===== config.mk =====
export PLATFORM = sky130hd
export DESIGN_NAME = fixed_length_packet_framer
export DESIGN_NICKNAME = d
export VERILOG_FILES = /design/src/design/flpf_pkg.sv /design/src/design/fixed_length_packet_framer.sv
export SDC_FILE = /design/constraint.sdc
export NUM_CORES = 1
export LEC_CHECK = 0
export BUFFER_PORTS_ARGS = -buffer_cell sky130_fd_sc_hd__buf_4
export CORE_ASPECT_RATIO = 0.9
export CORE_MARGIN = 1.5
export CORE_UTILIZATION = 47
export CTS_BUF_LIST = sky130_fd_sc_hd__clkbuf_8
export DETAILED_ROUTE_END_ITERATION = 8
export GPL_ROUTABILITY_DRIVEN = 0
export PLACE_DENSITY = 0.68
export SYNTH_ARGS = -nofsm -noshare
export SYNTH_HDL_FRONTEND = slang
export SYNTH_SLANG_ARGS = --single-unit

===== constraint.sdc =====
create_clock -name clock -period 6.8 [get_ports clock]
set_input_delay 1.36 -clock clock [delete_from_list [all_inputs] [get_ports clock]]
set_output_delay 1.36 -clock clock [all_outputs]
set_load 0.02 [all_outputs]

===== src/design/flpf_pkg.sv =====
// Widths, reset values and a helper function of the fixed-length packet framer.
// Depends on nothing; imported by the framer and its checker.
package flpf_pkg;

   localparam int unsigned BYTE_W = 8;
   localparam int unsigned IDX_W  = 7;
   localparam int unsigned SUM_W  = 16;
   localparam int unsigned TIME_W = 32;
   localparam int unsigned CNT_W  = 16;

   localparam logic [BYTE_W-1:0] HEADER_RESET = 8'd200;
   localparam logic [CNT_W-1:0]  CNT_MAX      = '1;

   typedef logic [CNT_W-1:0] count_type;

   function automatic count_type sat_inc(input count_type value);
      sat_inc = (value == CNT_MAX) ? value : count_type'(value + 1'b1);
   endfunction

endpackage


===== src/design/fixed_length_packet_framer.sv =====
// Fixed-length packet framer: header hunt, 16-bit additive checksum, timestamp.
// Depends on flpf_pkg for widths, reset values and the saturating counter.
//
// Usage: received bytes enter on the req_ channel (valid/ready), one per transfer.
// While hunting, every byte other than the header byte counts as a header error.
// A header opens a frame of FRAME_LENGTH bytes; the last byte of a frame produces
// one transfer on the rsp_ channel with the checksum verdict, the big-endian
// timestamp at TIME_OFFSET, the interval since the last good frame, both
// checksums and the two saturating error counts. Other bytes produce nothing.
// The header byte is set through csr_wr_en/csr_wr_data; the user must write it
// only while the block is idle, and the block itself does not enforce this.
// A byte is held in the input register and processed from there; results are registered.
// Throughput: one byte per cycle, set by the single update stage, outside stalls.
// Reset clears the frame state, both error counts and the last good timestamp,
// and sets the header byte to 200.
// When the receiver stalls, bytes that end no frame keep flowing; a byte that
// ends a frame waits in the input register until the pending result is taken.
module fixed_length_packet_framer
   import flpf_pkg::*;
#(
   parameter int unsigned FRAME_LENGTH = 67,
   parameter int unsigned TIME_OFFSET  = 61
) (
   input  logic              clock,
   input  logic              reset,
   input  logic              csr_wr_en,
   input  logic [BYTE_W-1:0] csr_wr_data,
   input  logic              req_valid,
   output logic              req_ready,
   input  logic [BYTE_W-1:0] req_rx_byte,
   output logic              rsp_valid,
   input  logic              rsp_ready,
   output logic              rsp_frame_good,
   output logic [TIME_W-1:0] rsp_frame_timestamp,
   output logic [TIME_W-1:0] rsp_tick_interval,
   output logic [SUM_W-1:0]  rsp_received_checksum,
   output logic [SUM_W-1:0]  rsp_computed_checksum,
   output logic [CNT_W-1:0]  rsp_header_errors,
   output logic [CNT_W-1:0]  rsp_checksum_errors
);

   localparam logic [IDX_W:0] FRAME_LEN_EXT  = (IDX_W+1)'(FRAME_LENGTH);
   localparam logic [IDX_W:0] TIME_FIRST_EXT = (IDX_W+1)'(TIME_OFFSET);
   localparam logic [IDX_W:0] TIME_LAST_EXT  = (IDX_W+1)'(TIME_OFFSET + 3);

   logic [BYTE_W-1:0] header_ff, header_in;
   logic              in_valid_ff, in_valid_in;
   logic [BYTE_W-1:0] in_byte_ff, in_byte_in;

   logic              reading_ff, reading_in;
   logic [IDX_W-1:0]  index_ff, index_in;
   logic [SUM_W-1:0]  sum_ff, sum_in;
   logic [BYTE_W-1:0] chk_high_ff, chk_high_in;
   logic [TIME_W-1:0] time_ff, time_in;
   logic [TIME_W-1:0] prev_time_ff, prev_time_in;
   count_type         hdr_cnt_ff, hdr_cnt_in;
   count_type         chk_cnt_ff, chk_cnt_in;

   logic              rsp_valid_ff, rsp_valid_in;
   logic              good_ff, good_in;
   logic [TIME_W-1:0] stamp_ff, stamp_in;
   logic [TIME_W-1:0] interval_ff, interval_in;
   logic [SUM_W-1:0]  rx_sum_ff, rx_sum_in;
   logic [SUM_W-1:0]  calc_sum_ff, calc_sum_in;
   logic [CNT_W-1:0]  hdr_out_ff, hdr_out_in;
   logic [CNT_W-1:0]  chk_out_ff, chk_out_in;

   logic [IDX_W:0]    index_ext;
   logic              ends_frame;
   logic              process;
   logic              load_rsp;
   logic [SUM_W-1:0]  rx_sum;

   assign index_ext  = {1'b0, index_ff};
   assign ends_frame = reading_ff && ((index_ext + 1'b1) >= FRAME_LEN_EXT);
   assign process    = in_valid_ff && (!ends_frame || !rsp_valid_ff || rsp_ready);
   assign load_rsp   = process && ends_frame;
   assign req_ready  = !in_valid_ff || process;
   assign rx_sum     = {chk_high_ff, in_byte_ff};

   always_comb begin
      header_in    = csr_wr_en ? csr_wr_data : header_ff;
      in_valid_in  = (req_valid && req_ready) ? 1'b1 : (process ? 1'b0 : in_valid_ff);
      in_byte_in   = (req_valid && req_ready) ? req_rx_byte : in_byte_ff;

      reading_in   = reading_ff;
      index_in     = index_ff;
      sum_in       = sum_ff;
      chk_high_in  = chk_high_ff;
      time_in      = time_ff;
      prev_time_in = prev_time_ff;
      hdr_cnt_in   = hdr_cnt_ff;
      chk_cnt_in   = chk_cnt_ff;

      if (process) begin
         if (!reading_ff) begin
            index_in = '0;
            if (in_byte_ff == header_ff) begin
               reading_in  = 1'b1;
               sum_in      = SUM_W'(in_byte_ff);
               chk_high_in = '0;
               time_in     = '0;
               index_in    = IDX_W'(1);
            end else begin
               hdr_cnt_in = sat_inc(hdr_cnt_ff);
            end
         end else begin
            if ((index_ext + 2'd2) < FRAME_LEN_EXT) begin
               sum_in = sum_ff + SUM_W'(in_byte_ff);
            end
            if (index_ext >= TIME_FIRST_EXT && index_ext <= TIME_LAST_EXT) begin
               time_in = {time_ff[TIME_W-BYTE_W-1:0], in_byte_ff};
            end
            if ((index_ext + 2'd2) == FRAME_LEN_EXT) begin
               chk_high_in = in_byte_ff;
            end
            if (ends_frame) begin
               reading_in = 1'b0;
               index_in   = '0;
               if (rx_sum == sum_in) begin
                  prev_time_in = time_in;
               end else begin
                  chk_cnt_in = sat_inc(chk_cnt_ff);
               end
            end else begin
               index_in = index_ff + 1'b1;
            end
         end
      end

      good_in      = (rx_sum == sum_in);
      stamp_in     = time_in;
      interval_in  = time_in - prev_time_ff;
      rx_sum_in    = rx_sum;
      calc_sum_in  = sum_in;
      hdr_out_in   = hdr_cnt_in;
      chk_out_in   = chk_cnt_in;
      rsp_valid_in = load_rsp ? 1'b1 : (rsp_ready ? 1'b0 : rsp_valid_ff);
   end

   always_ff @(posedge clock) begin
      if (reset) begin
         header_ff    <= HEADER_RESET;
         in_valid_ff  <= 1'b0;
         reading_ff   <= 1'b0;
         index_ff     <= '0;
         sum_ff       <= '0;
         chk_high_ff  <= '0;
         time_ff      <= '0;
         prev_time_ff <= '0;
         hdr_cnt_ff   <= '0;
         chk_cnt_ff   <= '0;
         rsp_valid_ff <= 1'b0;
      end else begin
         header_ff    <= header_in;
         in_valid_ff  <= in_valid_in;
         reading_ff   <= reading_in;
         index_ff     <= index_in;
         sum_ff       <= sum_in;
         chk_high_ff  <= chk_high_in;
         time_ff      <= time_in;
         prev_time_ff <= prev_time_in;
         hdr_cnt_ff   <= hdr_cnt_in;
         chk_cnt_ff   <= chk_cnt_in;
         rsp_valid_ff <= rsp_valid_in;
      end
   end

   always_ff @(posedge clock) begin
      in_byte_ff <= in_byte_in;
      if (load_rsp) begin
         good_ff     <= good_in;
         stamp_ff    <= stamp_in;
         interval_ff <= interval_in;
         rx_sum_ff   <= rx_sum_in;
         calc_sum_ff <= calc_sum_in;
         hdr_out_ff  <= hdr_out_in;
         chk_out_ff  <= chk_out_in;
      end
   end

   assign rsp_valid             = rsp_valid_ff;
   assign rsp_frame_good        = good_ff;
   assign rsp_frame_timestamp   = stamp_ff;
   assign rsp_tick_interval     = interval_ff;
   assign rsp_received_checksum = rx_sum_ff;
   assign rsp_computed_checksum = calc_sum_ff;
   assign rsp_header_errors     = hdr_out_ff;
   assign rsp_checksum_errors   = chk_out_ff;

endmodule


==> impl_results.md, run 1 <==
- Outcome: finished, final reports clean
- DP HPWL: 23000 um
- Synth cell types: 81
- Area of the multi-input gates: 0.00627 sq mm
- CP Class: flip-flop to flip-flop
- Cell area after synthesis: 0.0137 sq mm
- Post-CTS setup buffer count: 0
- Port Buf Inserts: 151
- Final min period: 6.11 ns
- Avg Synthesized Cell Area: 10.3 sq um
- Post-synthesis async set-or-reset flop share: 0
- Slew margin rel.: 0.246
- Maximum VDD drop: 0.146 mV
- Final-stage net count: 1554
- Synthesized flop and latch total: 275
- Largest net degree at the start of global routing: 90
- Initial Util: 0.476
- Layout Skew: 0.0296 ns
- Achievable frequency: 164 MHz
- Critical path origin: index_ff[2]$_SDFFE_PP0N_
- Layout cells sized above 1: 0.188
- Area leader, netlist: edfxtp_1
- Crit. End Element: flip-flop
- Leak Pwr: 6.43 nW
- Vias/cell: 5.58
- First-pass GRT wire length: 52100 um
- Setup TNS: 0 ns
- YS warnings: 0
- Synthesized Nets: 1401
- Initial drt markers: 850
- Hold Path Class: flip-flop to flip-flop
- Worst r2r src: index_ff[2]$_SDFFE_PP0N_
- Worst slew pin tran: 1.13 ns
- Power Dens Cells: 211 mW/mm^2
- Max Cap Violations: 0
- Register area share after synthesis: 0.503
- H-tree levels: 2
- Register Area: 0.00688 sq mm
- Total power: 3.40 mW
- ANT cells: 0
- DRC: 0
- Die width: 183 um
- Root buffer cell: clkbuf_8
- Worst hold slack: 0.497 ns
- Final WS setup: 0.685 ns
- Fin crit share: 0.899
- Synth top area share: 0.301
- WL/cell: 17.6 um
- CP Data Required Time: 7.11 ns
- Worst slack at placement: 0.577 ns
- Initial antenna violation count: 0
- FF-to-FF End: rsp_tick_interval[25]$_DFFE_PP_
- CTS tree: yes
- Vias in the first global route: 9775
- Core Footprint: 0.0287 sq mm
- Reg2reg path depth: 20
- Final setup viols: 0
- Cell Rows: 59
- Final wirelength: 33200 um
- CTS clk-pin slew, worst paths: 0.06 ns
- Drt pass-1 iters: 5
- Mapped Cells: 1331
- CTS Buf Count: 47
- Gr usage total: 0.218
- Clock Sinks: 275
- Hold_buf cts: 0
- Die area: 0.0301 sq mm
- Filler cells: 2429
- Final hold viol count: 0
- Max Slew Vio Count: 0
- Clock tree buffer depth: 3
- Synth area leaders: edfxtp_1 30%, dfxtp_1 20%, ha_1 4.3%, xnor2_1 3.6%, nand2_1 3.1%
- Crit-path max FO: 19
- Reg2Reg Setup Slack: 0.69 ns
- Number of flops mapped to enable cells by yosys: 137
- Clk Latency, worst-skew pair: 0.57 ns
- Critical path arrival: 6.42 ns
- DRT antenna net count: 0
- End of the critical path: rsp_tick_interval[25]$_DFFE_PP_
- Die height: 165 um
- Synthesis-to-finish area growth: 17.8%
- Gr ovfl total: 0
- Post-cts resize count: 0
- Via count: 10500
- Num ports: 152
- Setup crit start kind: flip-flop
- Top_reg_cell synth: dfxtp_1
- Unrepaired setup endpoints after global routing: no
## sequential cells by signal, indices dropped and copies added, names as in the netlist, 7 cells and up
signal,count
chk_cnt_ff,16
chk_high_ff,8
hdr_cnt_ff,16
header_ff,8
in_byte_ff,8
index_ff,7
prev_time_ff,32
rsp_checksum_errors,16
rsp_computed_checksum,16
rsp_frame_timestamp,32
rsp_header_errors,16
rsp_received_checksum,16
rsp_tick_interval,32
sum_ff,16
time_ff,32
## layer usage
layer / part of all wire / track usage
met1: 0.47 / 0.307
met3: 0.077 / 0.0536
met5: 0 / 0
met2: 0.44 / 0.334
met4: 0.019 / 0.0586
## metrics by stage
stage               area [sq um]  cells  utilization
finish                     16100   1888        0.560
CTS                        16100   1888        0.560
global route               16100   1888        0.560
global placement           15100   1801        0.526
floorplan                  13700   1331            -
detailed placement         15100   1801        0.526
## power by group
group / switching [mW] / internal [mW]
Sequential: 0.0104 / 1.74
Combinational: 0.0711 / 0.0423
Clock: 0.675 / 0.865
Total: 0.756 / 2.64
## Yosys cell counts, types with 10 or more instances
cell type    n
nor2_1     102
nand4_1     15
nand2_1    114
dfxtp_1    138
a21o_1      14
and3_1      25
edfxtp_1   137
inv_1       63
ha_1        47
xor2_1      36
xnor2_1     56
clkbuf_1    46
a21oi_1     85
a211oi_1    27
nor2b_1     13
and2_1      41
o211ai_1    10
a211oi_2    17
nand3_1     67
o21a_1      11
nor3_1      19
a31oi_1     11
mux2i_1     41
o21ai_0     48
## layout make-up
cell class,instances,share of cell area
sequential,275,0.427
multi-input combinational,930,0.390
timing repair buffer,167,0.0779
clock buffer,56,0.0479
tap,366,0.0285
inverter,63,0.0150
clock inverter,31,0.0134
## worst max-delay path: stages, from the launching register on
cell and delay (ns):
dfxtp_1 0.54, ha_1 0.46, a21boi_0 0.15, or4_4 0.52, nor4_4 0.21, o311a_4 0.37
nand2b_2 0.26, and3_1 0.25, a21oi_1 0.28, inv_1 0.10, ha_1 0.27, nor2b_1 0.13
o21a_1 0.18, o21ai_1 0.22, a211oi_1 0.11, a211o_1 0.33, o31a_1 0.34, o21ai_1 0.35
o21ai_0 0.30, a311oi_1 0.39, xnor2_1 0.10
## cells in the final DEF (no fill, tap or decap), drive strengths merged, types with 7 or more instances in the layout
cell / count
o211ai: 10
and2: 41
nand4: 16
ha: 47
dfxtp: 138
mux2i: 41
edfxtp: 137
and3: 25
mux2: 7
a31oi: 11
o21ai: 58
a21oi: 86
nor3: 21
and4: 8
a221oi: 7
nor2: 104
a21o: 14
clkbuf: 56
a211oi: 44
xnor2: 56
buf: 167
xor2: 36
nand3: 68
clkinv: 12
inv: 78
or3: 10
nand2b: 8
nor2b: 13
nand2: 116
o21a: 11
## kinds of logic (layout without fill, tap and decap cells)
group,Yosys count,count (layout),share of synthesized area
buffers and inverters,126,317,0.0385
AOI/OAI and AO/OA,295,295,0.151
muxes,48,48,0.0358
xor gates and xnor gates,93,93,0.0606
adders and majority gates,49,49,0.0460
and+or+nand+nor,445,445,0.165
DFF,275,275,0.503
## worst min-delay path by stage
stage	startpoint	cells after the start	slack, ns	endpoint
2_1_floorplan	in_byte_ff[2]$_DFFE_PP_	0	0.45	rsp_received_checksum[2]$_DFFE_PP_
3_3_place_gp	time_ff[26]$_SDFF_PP0_	2	0.48	time_ff[26]$_SDFF_PP0_
3_5_place_dp	time_ff[28]$_SDFF_PP0_	2	0.49	time_ff[28]$_SDFF_PP0_
4_1_cts	time_ff[28]$_SDFF_PP0_	2	0.50	time_ff[28]$_SDFF_PP0_
5_1_grt	prev_time_ff[2]$_SDFFE_PP0P_	2	0.52	prev_time_ff[2]$_SDFFE_PP0P_
6_report	time_ff[28]$_SDFF_PP0_	2	0.50	time_ff[28]$_SDFF_PP0_
(Power assumes the default switching activity.)
==> run 2: changes to the inputs <==
--- a/config.mk
+++ b/config.mk
@@ -12,7 +12,7 @@
 export CTS_BUF_LIST = sky130_fd_sc_hd__clkbuf_8
 export DETAILED_ROUTE_END_ITERATION = 8
 export GPL_ROUTABILITY_DRIVEN = 0
-export PLACE_DENSITY = 0.68
+export PLACE_DENSITY = 0.65
 export SYNTH_ARGS = -nofsm -noshare
 export SYNTH_HDL_FRONTEND = slang
 export SYNTH_SLANG_ARGS = --single-unit
==> impl_results.md, run 2 (synthesized netlist as in run 1, its figures left out) <==
- Setup crit start kind: flip-flop
- Critical path arrival: 6.40 ns
- Clock Sinks: 275
- Unrepaired setup endpoints after global routing: no
- Die height: 165 um
- Hold Path Class: flip-flop to flip-flop
- Power Dens Cells: 209 mW/mm^2
- Crit-path max FO: 17
- Final setup viols: 0
- Final hold viol count: 0
- CTS clk-pin slew, worst paths: 0.06 ns
- Setup TNS: 0 ns
- Core Footprint: 0.0287 sq mm
- Initial antenna violation count: 0
- Gr usage total: 0.224
- First-pass GRT wire length: 53200 um
- End of the critical path: rsp_tick_interval[25]$_DFFE_PP_
- Critical path origin: index_ff[2]$_SDFFE_PP0N_
- Clk Latency, worst-skew pair: 0.56 ns
- Max Slew Vio Count: 0
- H-tree levels: 2
- Root buffer cell: clkbuf_8
- Num ports: 152
- DP HPWL: 23700 um
- Largest net degree at the start of global routing: 90
- Leak Pwr: 6.43 nW
- Initial Util: 0.476
- CP Class: flip-flop to flip-flop
- ANT cells: 0
- CP Data Required Time: 7.10 ns
- Final min period: 6.10 ns
- Port Buf Inserts: 151
- Slew margin rel.: 0.272
- Drt pass-1 iters: 6
- Outcome: finished, final reports clean
- FF-to-FF End: rsp_tick_interval[25]$_DFFE_PP_
- Maximum VDD drop: 0.124 mV
- WL/cell: 17.9 um
- Via count: 10500
- Crit. End Element: flip-flop
- Reg2reg path depth: 20
- Cell Rows: 59
- Vias in the first global route: 9960
- Hold_buf cts: 0
- Reg2Reg Setup Slack: 0.70 ns
- DRT antenna net count: 0
- Post-cts resize count: 0
- DRC: 0
- Clock tree buffer depth: 3
- Worst r2r src: index_ff[2]$_SDFFE_PP0N_
- Worst slew pin tran: 1.08 ns
- Final wirelength: 33800 um
- Gr ovfl total: 0
- Achievable frequency: 164 MHz
- Initial drt markers: 841
- Layout cells sized above 1: 0.191
- Die width: 183 um
- Max Cap Violations: 0
- Synthesis-to-finish area growth: 17.8%
- WHS Path Cells: 2
- Most common cell after layout, fill and taps aside: buf_4
- CTS Buf Count: 46
- Total power: 3.36 mW
- Final-stage net count: 1557
- CTS tree: yes
- Vias/cell: 5.57
- Fin crit share: 0.897
- Die area: 0.0301 sq mm
- Layout Skew: 0.0316 ns
- Most frequent cells in the layout: 171 x buf_4, 138 x dfxtp_1, 137 x edfxtp_1
- Post-CTS setup buffer count: 0
-- run 2: final cells by class --
cell class	instances	area [sq um]
clock buffers	60	826
clock inverters	26	136
fillers	2480	12600
inverters	63	239
multi-input cells	930	6270
flip-flops and latches	275	6880
well taps	366	458
repair buffers	171	1280
-- run 2: per-stage QoR --
| step | area (sq um) | std cells | setup slack, ns | hold slack [ns] | util |
|---|---|---|---|---|---|
| 2_1_floorplan | 13700 | 1331 | 0.968 | 0.455 | - |
| 3_3_place_gp | 15100 | 1805 | 0.852 | 0.477 | 0.527 |
| 3_5_place_dp | 15100 | 1805 | 0.682 | 0.486 | 0.527 |
| 4_1_cts | 16100 | 1891 | 0.640 | 0.496 | 0.560 |
| 5_1_grt | 16100 | 1891 | 0.0449 | 0.524 | 0.560 |
| 6_report | 16100 | 1891 | 0.701 | 0.494 | 0.560 |
-- run 2: how the worst min path moves through the flow --
stage | start | end | slack (ns)
2_1_floorplan | in_byte_ff[2]$_DFFE_PP_ | rsp_received_checksum[2]$_DFFE_PP_ | 0.45
3_3_place_gp | time_ff[25]$_SDFF_PP0_ | time_ff[25]$_SDFF_PP0_ | 0.48
3_5_place_dp | time_ff[28]$_SDFF_PP0_ | time_ff[28]$_SDFF_PP0_ | 0.49
4_1_cts | time_ff[28]$_SDFF_PP0_ | time_ff[28]$_SDFF_PP0_ | 0.50
5_1_grt | prev_time_ff[22]$_SDFFE_PP0P_ | prev_time_ff[22]$_SDFFE_PP0P_ | 0.52
6_report | time_ff[24]$_SDFF_PP0_ | time_ff[24]$_SDFF_PP0_ | 0.49
-- run 2: critical path, stage by stage, from the launching register on --
cell      delay, ns
dfxtp_1        0.55
ha_2           0.38
a21boi_0       0.12
or4_4          0.52
nor4_4         0.20
o311a_4        0.36
nand2b_1       0.30
and3_1         0.28
a21oi_1        0.27
inv_1          0.11
ha_1           0.28
nor2b_1        0.13
o21a_1         0.18
o21ai_1        0.23
a211oi_1       0.12
a211o_1        0.33
o31a_1         0.33
o21ai_1        0.37
o21ai_0        0.31
a311oi_1       0.37
xnor2_1        0.10
-- run 2: power breakdown --
group          switching, mW  internal [mW]
logic                 0.0703         0.0429
registers             0.0118           1.73
clock network          0.673          0.829
-- run 2: metal layers --
layer | track usage | share of wire | up-vias | wire length (um)
met5 | 0 | 0 | - | 0
met4 | 0.0710 | 0.022 | 0 | 733
met3 | 0.0494 | 0.069 | 73 | 2340
met2 | 0.343 | 0.43 | 393 | 14700
met1 | 0.315 | 0.48 | 4952 | 16100
li1 | - | - | 5123 | -
==> run 3: changes to the inputs <==
--- a/config.mk
+++ b/config.mk
@@ -6,13 +6,15 @@
 export NUM_CORES = 1
 export LEC_CHECK = 0
 export BUFFER_PORTS_ARGS = -buffer_cell sky130_fd_sc_hd__buf_4
+export CELL_PAD_IN_SITES_DETAIL_PLACEMENT = 2
+export CELL_PAD_IN_SITES_GLOBAL_PLACEMENT = 2
 export CORE_ASPECT_RATIO = 0.9
 export CORE_MARGIN = 1.5
-export CORE_UTILIZATION = 47
+export CORE_UTILIZATION = 39
 export CTS_BUF_LIST = sky130_fd_sc_hd__clkbuf_8
 export DETAILED_ROUTE_END_ITERATION = 8
 export GPL_ROUTABILITY_DRIVEN = 0
-export PLACE_DENSITY = 0.65
+export PLACE_DENSITY = 0.81
 export SYNTH_ARGS = -nofsm -noshare
 export SYNTH_HDL_FRONTEND = slang
 export SYNTH_SLANG_ARGS = --single-unit
==> impl_results.md, run 3 (synthesized netlist as in run 1, its figures left out) <==
- Die width: 200 um
- Max Cap Violations: 0
- WHS Path Cells: 2
- Final hold viol count: 0
- Outcome: finished, final reports clean
- Layout Skew: 0.0222 ns
- Most common cell after layout, fill and taps aside: buf_4
- Slowest stage cell, crit path: a2111oi_0
- Crit-path max FO: 17
- Drt pass-1 iters: 5
- Gr ovfl total: 0
- Leak Pwr: 6.48 nW
- DRC: 0
- Unrepaired setup endpoints after global routing: no
- CTS tree: yes
- Power Dens Cells: 215 mW/mm^2
- Slew margin rel.: 0.238
- Clock tree buffer depth: 3
- Via count: 11200
- Port Buf Inserts: 151
- CTS Buf Count: 47
- DRT antenna net count: 0
- Root buffer cell: clkbuf_8
- Most frequent cells in the layout: 175 x buf_4, 138 x dfxtp_1, 137 x edfxtp_1
- CTS clk-pin slew, worst paths: 0.06 ns
- Hold Path Class: flip-flop to flip-flop
- H-tree levels: 2
- Final-stage net count: 1562
- Cell Rows: 64
- Worst slack at placement: 0.338 ns
- CP Class: flip-flop to flip-flop
- Final setup viols: 0
- Achievable frequency: 157 MHz
- Filler cells: 3611
- Crit. End Element: flip-flop
- Synthesis-to-finish area growth: 19.4%
- Gr usage total: 0.254
- Crit-path max cell delay: 0.62 ns
- Core Footprint: 0.0343 sq mm
- Area of the multi-input gates: 0.00628 sq mm
- Cell chain of the critical path: ha_2 > a21boi_0 > or4_4 > nor4_4 > o311a_4 > nand2b_1 > buf_4 > o21ai_0 > ha_1 > a2111oi_0 > a211oi_1 > a211o_1 > o31a_1 > o21ai_1 > o21ai_0 > a311oi_1 > xnor2_1
- Setup TNS: 0 ns
- Initial antenna violation count: 0
- Max Slew Vio Count: 0
- First-pass GRT wire length: 71900 um
- Reg2reg path depth: 17
- ANT cells: 0
- Num ports: 152
- Critical path arrival: 6.68 ns
- Clock Sinks: 275
- WL/cell: 23.3 um
- Most frequent CP cell: o21ai_0
- Final min period: 6.36 ns
- Fin crit share: 0.935
- GR Util met3: 0.0544
- Vias in the first global route: 12000
- Register Area: 0.00688 sq mm
- Clk Latency, worst-skew pair: 0.59 ns
- Final wirelength: 46300 um
- Worst slew pin tran: 1.12 ns
- Largest net degree at the start of global routing: 70
- Die area: 0.0362 sq mm
- Layout cells sized above 1: 0.197
- GRT met2 Usage: 0.424
- Maximum VDD drop: 0.129 mV
- CP Data Required Time: 7.12 ns
- Initial Util: 0.399
- Die height: 181 um
- Setup crit start kind: flip-flop
- Final WS setup: 0.440 ns
- Vias/cell: 5.61
- Gr busiest metal: met2
- Initial drt markers: 753
- Routing usage on met1: 0.332
- DP HPWL: 32800 um
- Worst hold slack: 0.504 ns
==> run 3: changes by cell type in the layout (fill, tap and decap cells not counted), sizes merged <==
cell and delta:
bufinv +3, clkinv +3, clkbuf -4, buf +4
==> run 3: area by class of cell <==
class                           count  share of cell area
Sequential cell                   275               0.422
Multi-Input combinational cell    930               0.385
Timing Repair Buffer              175              0.0806
Clock buffer                       56              0.0473
Tap cell                          462              0.0354
Clock inverter                     32              0.0152
Inverter                           63              0.0148
==> run 3: power by group <==
group	switching (mW)	total (mW)	internal, mW
Combinational	0.0816	0.125	0.0438
Clock	0.727	1.63	0.906
Sequential	0.0129	1.75	1.73
Total	0.821	3.51	2.68
==> run 3: worst max-delay path, delay by kind of cell, from the launching register on <==
kind            cells  cell delay (ns)
simple gates        3             0.94
fa+ha+maj           2             0.78
xor+xnor            1             0.12
compound gates     10             3.45
buf+inv             1             0.24
flops               1             0.55
==> run 3: final timing paths <==
path,from,endpoint,slack [ns]
min reg2reg,time_ff[29]$_SDFF_PP0_,time_ff[29]$_SDFF_PP0_,0.50
max,index_ff[2]$_SDFFE_PP0N_,rsp_tick_interval[29]$_DFFE_PP_,0.44
max reg2reg,index_ff[2]$_SDFFE_PP0N_,rsp_tick_interval[29]$_DFFE_PP_,0.44
min,time_ff[29]$_SDFF_PP0_,time_ff[29]$_SDFF_PP0_,0.50
==> run 3: timing repair <==
item | CTS | global route
gates resized for setup | 0 | 2
endpoints found under the setup margin | 0 | 3
setup buffers | 0 | 0
hold buffers | 0 | 0
==> run 3: per-layer routing <==
| layer | share of wire | vias to the layer above | wire (um) |
|---|---|---|---|
| met4 | 0.020 | 0 | 913 |
| met1 | 0.43 | 5641 | 20100 |
| met5 | 0 | - | 0 |
| met2 | 0.48 | 327 | 22200 |
| li1 | - | 5141 | - |
| met3 | 0.067 | 63 | 3120 |
==> run 3: metrics by stage <==
step                      area (sq um)  utilization  cells  power (mW)
after floorplan                  13700            -   1331        1.85
after global placement           15300        0.446   1905        1.90
after detailed placement         15300        0.446   1905        1.91
after CTS                        16300        0.476   1993        3.55
after global routing             16300        0.476   1993        3.62
final                            16300        0.476   1993        3.51
